--- src/hdl/grp_pkg.sv ---
// Package for the guillotine rectangle packer: constants, types and codes.
package grp_pkg;
  localparam int FREE_DEPTH = 64;
  localparam int COORD_BITS = 15;
  localparam int CFG_IDX_BITS = 3;
  localparam int CFG_DATA_BITS = 15;

  localparam logic [CFG_IDX_BITS-1:0] REG_PAGE_WIDTH = 3'd0;
  localparam logic [CFG_IDX_BITS-1:0] REG_PAGE_HEIGHT = 3'd1;
  localparam logic [CFG_IDX_BITS-1:0] REG_PAD_PIXELS = 3'd2;
  localparam logic [CFG_IDX_BITS-1:0] REG_PAGE_LIMIT = 3'd3;
  localparam logic [CFG_IDX_BITS-1:0] REG_ROTATE_ENABLE = 3'd4;

  typedef struct packed {
    logic start_job;
    logic start_try;
    logic scan;
    logic place;
    logic carve_step;
    logic push_right;
    logic push_bottom;
    logic new_page;
    logic finish;
  } grp_cmd_t;

  typedef struct packed {
    logic scan_done;
    logic found;
    logic fits_page;
    logic fits_new;
    logic carve_done;
    logic page_ok;
    logic rot_ok;
  } grp_status_t;
endpackage

--- src/hdl/grp_ctrl.sv ---
// Controller state machine sequencing the search, removal, appends and new-page step.
module grp_ctrl (
  input  logic clk,
  input  logic rst,
  input  logic in_valid,
  output logic in_ready,
  output logic out_valid,
  input  logic out_ready,
  input  grp_pkg::grp_status_t status,
  output grp_pkg::grp_cmd_t cmd,
  output logic rot
);
  typedef enum logic [8:0] {
    S_IDLE = 9'b000000001, S_TRY = 9'b000000010, S_SCAN = 9'b000000100,
    S_PLACE = 9'b000001000, S_CARVE = 9'b000010000, S_RIGHT = 9'b000100000,
    S_BOTTOM = 9'b001000000, S_NEWPG = 9'b010000000, S_OUT = 9'b100000000
  } state_t;
  state_t state, state_next;
  logic rot_next;

  assign in_ready = (state == S_IDLE) && !out_valid;

  always_comb begin
    state_next = state;
    rot_next = rot;
    cmd = '0;
    unique case (state)
      S_IDLE: begin
        if (in_valid && in_ready) begin
          cmd.start_job = 1'b1;
          rot_next = 1'b0;
          state_next = S_TRY;
        end
      end
      S_TRY: begin
        cmd.start_try = 1'b1;
        state_next = status.fits_page ? S_SCAN : (rot == 1'b0 && status.rot_ok ?
                     S_TRY : S_NEWPG);
        if (!status.fits_page && rot == 1'b0 && status.rot_ok) rot_next = 1'b1;
      end
      S_SCAN: begin
        cmd.scan = 1'b1;
        if (status.scan_done) begin
          if (status.found) begin
            state_next = S_PLACE;
          end else if (rot == 1'b0 && status.rot_ok) begin
            rot_next = 1'b1;
            state_next = S_TRY;
          end else begin
            state_next = S_NEWPG;
          end
        end
      end
      S_PLACE: begin
        cmd.place = 1'b1;
        state_next = S_CARVE;
      end
      S_CARVE: begin
        cmd.carve_step = 1'b1;
        if (status.carve_done) state_next = S_RIGHT;
      end
      S_RIGHT: begin
        cmd.push_right = 1'b1;
        state_next = S_BOTTOM;
      end
      S_BOTTOM: begin
        cmd.push_bottom = 1'b1;
        state_next = S_OUT;
      end
      S_NEWPG: begin
        cmd.new_page = 1'b1;
        if (status.page_ok && status.fits_new) begin
          rot_next = 1'b0;
          state_next = S_PLACE;
        end else begin
          state_next = S_OUT;
        end
      end
      S_OUT: begin
        cmd.finish = 1'b1;
        state_next = S_IDLE;
      end
      default: state_next = S_IDLE;
    endcase
  end

  always_ff @(posedge clk) begin
    if (rst) begin
      state <= S_IDLE;
      rot <= 1'b0;
      out_valid <= 1'b0;
    end else begin
      state <= state_next;
      rot <= rot_next;
      if (cmd.finish) out_valid <= 1'b1;
      else if (out_ready) out_valid <= 1'b0;
    end
  end
endmodule

--- config.mk ---
export PLATFORM = sky130hd
export DESIGN_NAME = grp_ctrl
export DESIGN_NICKNAME = d
export VERILOG_FILES = /design/src/hdl/grp_pkg.sv /design/src/hdl/grp_ctrl.sv
export SDC_FILE = /design/constraint.sdc
export NUM_CORES = 1
export LEC_CHECK = 0
export ABC_CLOCK_PERIOD_IN_PS = 2400
export BUFFER_PORTS_ARGS = -buffer_cell sky130_fd_sc_hd__buf_2
export CAP_MARGIN = 10
export CORE_MARGIN = 2
export CORE_UTILIZATION = 45
export DETAILED_ROUTE_END_ITERATION = 8
export PLACE_DENSITY = 0.76
export SYNTH_ARGS = -nofsm -noshare
export SYNTH_HDL_FRONTEND = slang
export SYNTH_SLANG_ARGS = --single-unit
--- constraint.sdc ---
create_clock -name clk -period 2.4 [get_ports clk]
set_input_delay 0.24 -clock clk [delete_from_list [all_inputs] [get_ports clk]]
set_output_delay 0.24 -clock clk [all_outputs]
set_load 0.02 [all_outputs]
==> results of run 1 <==
-- routing by layer --
layer | global-route usage | vias to the layer above
met4 | 0.0706 | 0
met5 | 0 | -
li1 | - | 389
met3 | 0.0360 | 5
met2 | 0.293 | 27
met1 | 0.290 | 337
-- critical path, cell delays in order, from the launching register on --
cell     delay [ps]
dfxtp_1         380
or4_4           590
nor4_1          440
buf_2           260
-- where the power goes --
part           internal [mW]  total, mW  switching (mW)
Clock                 0.0645      0.129          0.0643
Sequential             0.192      0.212          0.0195
Combinational         0.0674      0.155          0.0878
Total                  0.324      0.496           0.172
-- per-stage QoR --
| step | utilization | hold slack (ps) | cells | worst slack [ps] |
|---|---|---|---|---|
| finish | 0.574 | 214 | 131 | 207 |
| global route | 0.574 | 223 | 131 | 121 |
| CTS | 0.574 | 217 | 131 | 233 |
| detailed placement | 0.557 | 492 | 127 | 451 |
| global placement | 0.557 | 481 | 127 | 449 |
| floorplan | - | 333 | 93 | 283 |
-- worst paths after layout --
check / cells past startpoint / slack [ps] / startpoint / end
setup / recovery: 3 / 210 / state[0] / cmd[0]
hold / removal: 2 / 210 / status[2] / state[5]
setup reg to reg: 4 / 420 / state[0] / rot
hold reg to reg: 1 / 560 / state[4] / state[6]
-- layout make-up --
cell class / count / area [µm²] / share of cell area
multi-input cells: 70 / 474 / 0.536
flip-flops and latches: 11 / 220 / 0.249
repair buffers: 23 / 118 / 0.133
clock buffers: 4 / 26.3 / 0.0297
inverters: 7 / 26.3 / 0.0297
well taps: 16 / 20.0 / 0.0226
-- synthesized netlist by cell type, types with 2 or more instances --
cell,instances
o21ai_0,2
nor2_1,9
o21a_1,2
and3_1,2
nor4_1,4
nor3_1,2
or4b_2,2
dfxtp_1,11
a2111o_1,2
o22ai_1,2
clkbuf_1,2
a21oi_1,2
nand2_1,5
or3_1,3
nor3b_1,6
a211oi_1,2
nand2b_1,2
nor2b_1,4
inv_1,7
-- cell families (layout without fill, tap and decap cells) --
kind of cell	after synthesis	in the layout	synth area share
and+or+nand+nor	49	49	0.411
AOI/OAI and AO/OA	19	19	0.196
buffers and inverters	12	34	0.0765
DFF	11	11	0.293
xor gates and xnor gates	2	2	0.0233
-- flip-flops by register name, indices dropped and copies added (netlist names) --
signal / cells
state: 9
rot: 1
out_valid: 1
==> key figures, run 1 <==
Timing
  – Setup violators final: 0
  – Slew HR: 0.672
  – Fin crit share: 0.914
  – RSZ-0062 raised after global routing: false
  – Fmax: 0.456 GHz
  – Final hold vios: 0
  – Final min period: 2190 ps
  – Pins Over Slew Limit: 0
  – Clock skew: 5.52 ps
  – Worst Tran Pin Value: 489 ps
  – Final setup TNS: 0 ps

Flow run
  – Max_cap viols: 0

Logic synthesis
  – Synthesized area: 752 µm²
  – Ys flop type: dfxtp_1
  – Biggest area consumer among synthesized cells: dfxtp_1
  – Register bit total from synthesis: 11
  – Mapped Avg Cell Area: 8.09 µm²
  – Synth top area cells: dfxtp_1 29%, nor3b_1 6.0%, nor2_1 4.5%, inv_1 3.5%, nor2b_1 3.3%
  – Synth warnings: 0
  – Ys async rst share: 0
  – Syn Nets: 104
  – Syn Inst Count: 93
  – Post-synth EDFFs: 0
  – Share of Yosys cell area claimed by the top area cell type: 0.293
  – Synth unique cells: 41
  – Seq/Total Area, Yosys: 0.293

Routing
  – Wire length per cell: 13.5 µm
  – Vias per inst: 5.79
  – Top Metal Used: met4
  – Vias post-DR: 758
  – # DRC: 0
  – Routed Wire Length: 1770 µm
  – Met2 WL: 766 µm
  – Antenna Nets Post-Route: 0
  – DRT Pass-1 Iters: 4
  – Iter 0 DRT Violations: 14
  – Metal3 WL: 109 µm
  – Met1 wire length: 849 µm

Clock network
  – CTS max path bufs: 2
  – Clock sinks: 11
  – Post-CTS Setup Inserts: 0
  – H-tree depth: 1
  – Root buf cell: clkbuf_4
  – CTS Buf Count: 3
  – Worst-Skew Late Latency: 270 ps
  – Post_cts resized: 0
  – CTS tree: yes
  – Clock slew at reported path FFs: 70 ps
  – CTS Hold Bufs: 0

Die
  – FP Rows: 14
  – Die W: 44.9 µm
  – Die Area: 2010 µm²
  – Io pins: 23
  – DIE HEIGHT: 44.9 µm
  – Core area: 1540 µm²
  – Initial Utilization: 0.488

Global route
  – GRT Resource Usage Total: 0.199
  – Largest net degree at the start of global routing: 13
  – Vias in the first global route: 648
  – Initial antenna violation count: 0
  – First-pass GRT wire length: 2870 µm
  – Overflow after GRT: 0

Setup path
  – Critical path endpoint category: output pin
  – Critical path class: flop to output pin
  – Max FO, Critical Path: 10
  – WP data required: 2160 ps
  – Worst EP arrival: 1950 ps
  – CP startpoint kind: flop

Outcome
  – Outcome: completed

Power
  – Pwr Total: 0.496 mW
  – VDD IR-drop max: 327 µV
  – Static leakage: 0.394 nW
  – Pwr dens: 561 nW/µm²

Worst hold path
  – Hold Crit Class: input pin to flop

Layout
  – Most frequent cells in the layout: 22 x buf_2, 11 x dfxtp_1, 9 x nor2_1
  – Final Cell Area: 885 µm²
  – Most common cell after layout, fill and taps aside: buf_2
  – Area growth, synth to finish: 17.6%
  – Layout cells sized above 1: 0.278
  – Fillers: 155
  – Antenna cells: 0
  – Fin nets: 127

Placement
  – Post-DP Area: 858 µm²
  – Number of I/O port buffers: 22
  – HPWL reported at the end of detailed placement: 1390 µm
  – Final GP Congestion: 0.847
No activity file was read; power rests on OpenSTA's default activity.
==> run 2: changes to the inputs <==
--- a/config.mk
+++ b/config.mk
@@ -9,9 +9,9 @@
 export BUFFER_PORTS_ARGS = -buffer_cell sky130_fd_sc_hd__buf_2
 export CAP_MARGIN = 10
 export CORE_MARGIN = 2
-export CORE_UTILIZATION = 45
+export CORE_UTILIZATION = 40
 export DETAILED_ROUTE_END_ITERATION = 8
-export PLACE_DENSITY = 0.76
+export PLACE_DENSITY = 0.7
 export SYNTH_ARGS = -nofsm -noshare
 export SYNTH_HDL_FRONTEND = slang
 export SYNTH_SLANG_ARGS = --single-unit
==> run 2 against run 1 <==
Non-clock buffer count is the same. Hold slack improved by 15 ps. Clock skew decreased by 1.0 ps. Power fell by 0.72%. Cell count increased by 6.9%. Cell area increased by 1.3%. Sequential cell count is the same. Die area is 11% higher. Count of clock-buffer cells in the layout unchanged. Setup slack improved by 44 ps. Sequential power hardly changed. Critical endpoint is now cmd[4]. Largest cell class unchanged. Largest power group unchanged. Highest routed layer unchanged.
==> key figures, run 2 (synthesis results as in run 1) <==
Outcome
  – Outcome: completed

Global route
  – Vias in the first global route: 673 (+3.9%)
  – Initial antenna violation count: 0 (unchanged)
  – First-pass GRT wire length: 2770 µm (-3.4%)
  – Overflow after GRT: 0 (unchanged)
  – GRT Resource Usage Total: 0.178 (-0.0208)
  – Largest net degree at the start of global routing: 13 (unchanged)

Worst hold path
  – Hold Crit Class: input pin to flop

Die
  – Core area: 1750 µm² (+13%)
  – FP Rows: 15 (+1)
  – Io pins: 23 (unchanged)
  – Die Area: 2240 µm² (+11%)
  – Die W: 47.4 µm (+5.5%)
  – DIE HEIGHT: 47.4 µm (+5.5%)
  – Initial Utilization: 0.431 (-0.0570)

Timing
  – Clock skew: 4.51 ps (-1.01 ps)
  – Setup violators final: 0 (unchanged)
  – Slew HR: 0.707 (+0.0346)
  – Pins Over Slew Limit: 0 (unchanged)
  – Min Hold Slack: 230 ps (+15.2 ps)
  – Final min period: 2150 ps (-44.2 ps)
  – Final hold vios: 0 (unchanged)
  – Fmax: 0.465 GHz (+2.1%)
  – Fin crit share: 0.895 (-0.0184)
  – RSZ-0062 raised after global routing: false
  – Worst Tran Pin Value: 437 ps (-51.6 ps)
  – Final WS setup: 251 ps (+44.2 ps)
  – Final setup TNS: 0 ps (unchanged)

Layout
  – Largest register FFs: 9 (unchanged)
  – Antenna cells: 0 (unchanged)
  – Most common cell after layout, fill and taps aside: buf_2
  – Fin nets: 127 (unchanged)
  – Largest Register: state
  – Final Cell Area: 896 µm² (+1.3%)
  – Area growth, synth to finish: 19.1%
  – Biggest regs: state x9, out_valid x1, rot x1
  – Most frequent cells in the layout: 22 x buf_2, 11 x dfxtp_1, 9 x nor2_1
  – Layout cells sized above 1: 0.278 (unchanged)
  – Final Util: 0.513 (-0.0606)

Routing
  – DRT Pass-1 Iters: 4 (unchanged)
  – Vias post-DR: 774 (+2.1%)
  – # DRC: 0 (unchanged)
  – Iter 0 DRT Violations: 26 (+12)
  – Wire length per cell: 12.9 µm (-5.0%)
  – Routed Wire Length: 1800 µm (+1.5%)
  – Antenna Nets Post-Route: 0 (unchanged)
  – Vias per inst: 5.53 (-4.5%)

Placement
  – Number of I/O port buffers: 22 (unchanged)
  – DP Worst Slack: 453 ps (+1.30 ps)
  – Post-DP Area: 870 µm² (+1.3%)
  – HPWL reported at the end of detailed placement: 1430 µm (+2.9%)
  – Final GP Congestion: 0.803 (-5.1%)

Power
  – Pwr dens: 550 nW/µm² (-2.0%)
  – Clock power frac: 0.256 (-0.004)
  – Flop pwr share: 0.432 (+0.005)
  – VDD IR-drop max: 319 µV (-2.2%)
  – Static leakage: 0.394 nW (unchanged)
  – Sw Pwr: 0.168 mW (-1.9%)
  – Sw Ratio: 0.342 (-0.00397)
  – Power Internal: 0.324 mW (-0.11%)
  – Share of total power in combinational logic: 0.312 (about the same)

Clock network
  – CTS tree: yes
  – Post-CTS Setup Inserts: 0 (unchanged)
  – Clock slew at reported path FFs: 70 ps (about the same)
  – CTS Hold Bufs: 0 (unchanged)
  – Post_cts resized: 0 (unchanged)
  – CTS max path bufs: 2 (unchanged)
  – Clock sinks: 11 (unchanged)
  – Worst-Skew Late Latency: 260 ps (about the same)
  – H-tree depth: 1 (unchanged)
  – CTS Buf Count: 3 (unchanged)
  – Root buf cell: clkbuf_4

Setup path
  – WP data required: 2160 ps (about the same)
  – Worst EP arrival: 1910 ps (-40 ps)
  – Critical path class: flop to output pin
  – CP startpoint kind: flop
  – Max FO, Critical Path: 10 (unchanged)
  – Critical path endpoint category: output pin

Flow run
  – Max_cap viols: 0 (unchanged)
-- run 2: cell counts in the layout (fill, tap and decap cells not counted) --
No cell type changed its count.
-- run 2: routing by layer --
layer	vias up	global-route usage	part of all wire
li1	393	-	-
met1	346	0.233	0.47
met2	33	0.295	0.46
met3	2	0.0231	0.062
met4	0	0.0667	0.0067
met5	-	0	0
-- run 2: final cells by class --
| cell class | instances | area (µm²) |
|---|---|---|
| clock buffers | 4 | 26.3 |
| repair buffers | 23 | 118 |
| well taps | 25 | 31.3 |
| multi-input cells | 70 | 474 |
| inverters | 7 | 26.3 |
| fillers | 172 | 850 |
| flip-flops and latches | 11 | 220 |
-- run 2: critical path: stages (launching register included) --
cell	delay, ps
dfxtp_1	390
or4_4	590
nor4_2	420
buf_2	240
-- run 2: path summary, 6_finish.rpt --
kind / startpoint / cells after the start / end / slack [ps]
worst max register to register: state[1] / 4 / rot / 420
worst min register to register: state[4] / 1 / state[6] / 540
worst max-delay path: state[0] / 3 / cmd[4] / 250
worst min-delay path: status[2] / 2 / state[5] / 230
-- run 2: metrics by stage --
stage / instances / power [mW]
6_report: 140 / 0.492
5_1_grt: 140 / 0.519
4_1_cts: 140 / 0.493
3_5_place_dp: 136 / 0.368
3_3_place_gp: 136 / 0.367
2_1_floorplan: 93 / 0.337
-- run 2: power groups by stage --
| stage | combinational (mW) | clock [mW] | sequential, mW |
|---|---|---|---|
| after global routing | 0.167 | 0.136 | 0.217 |
| after floorplan | 0.131 | 0 | 0.206 |
| after detailed placement | 0.152 | 0 | 0.216 |
| after global placement | 0.152 | 0 | 0.215 |
| after CTS | 0.153 | 0.127 | 0.212 |
| final | 0.154 | 0.126 | 0.213 |
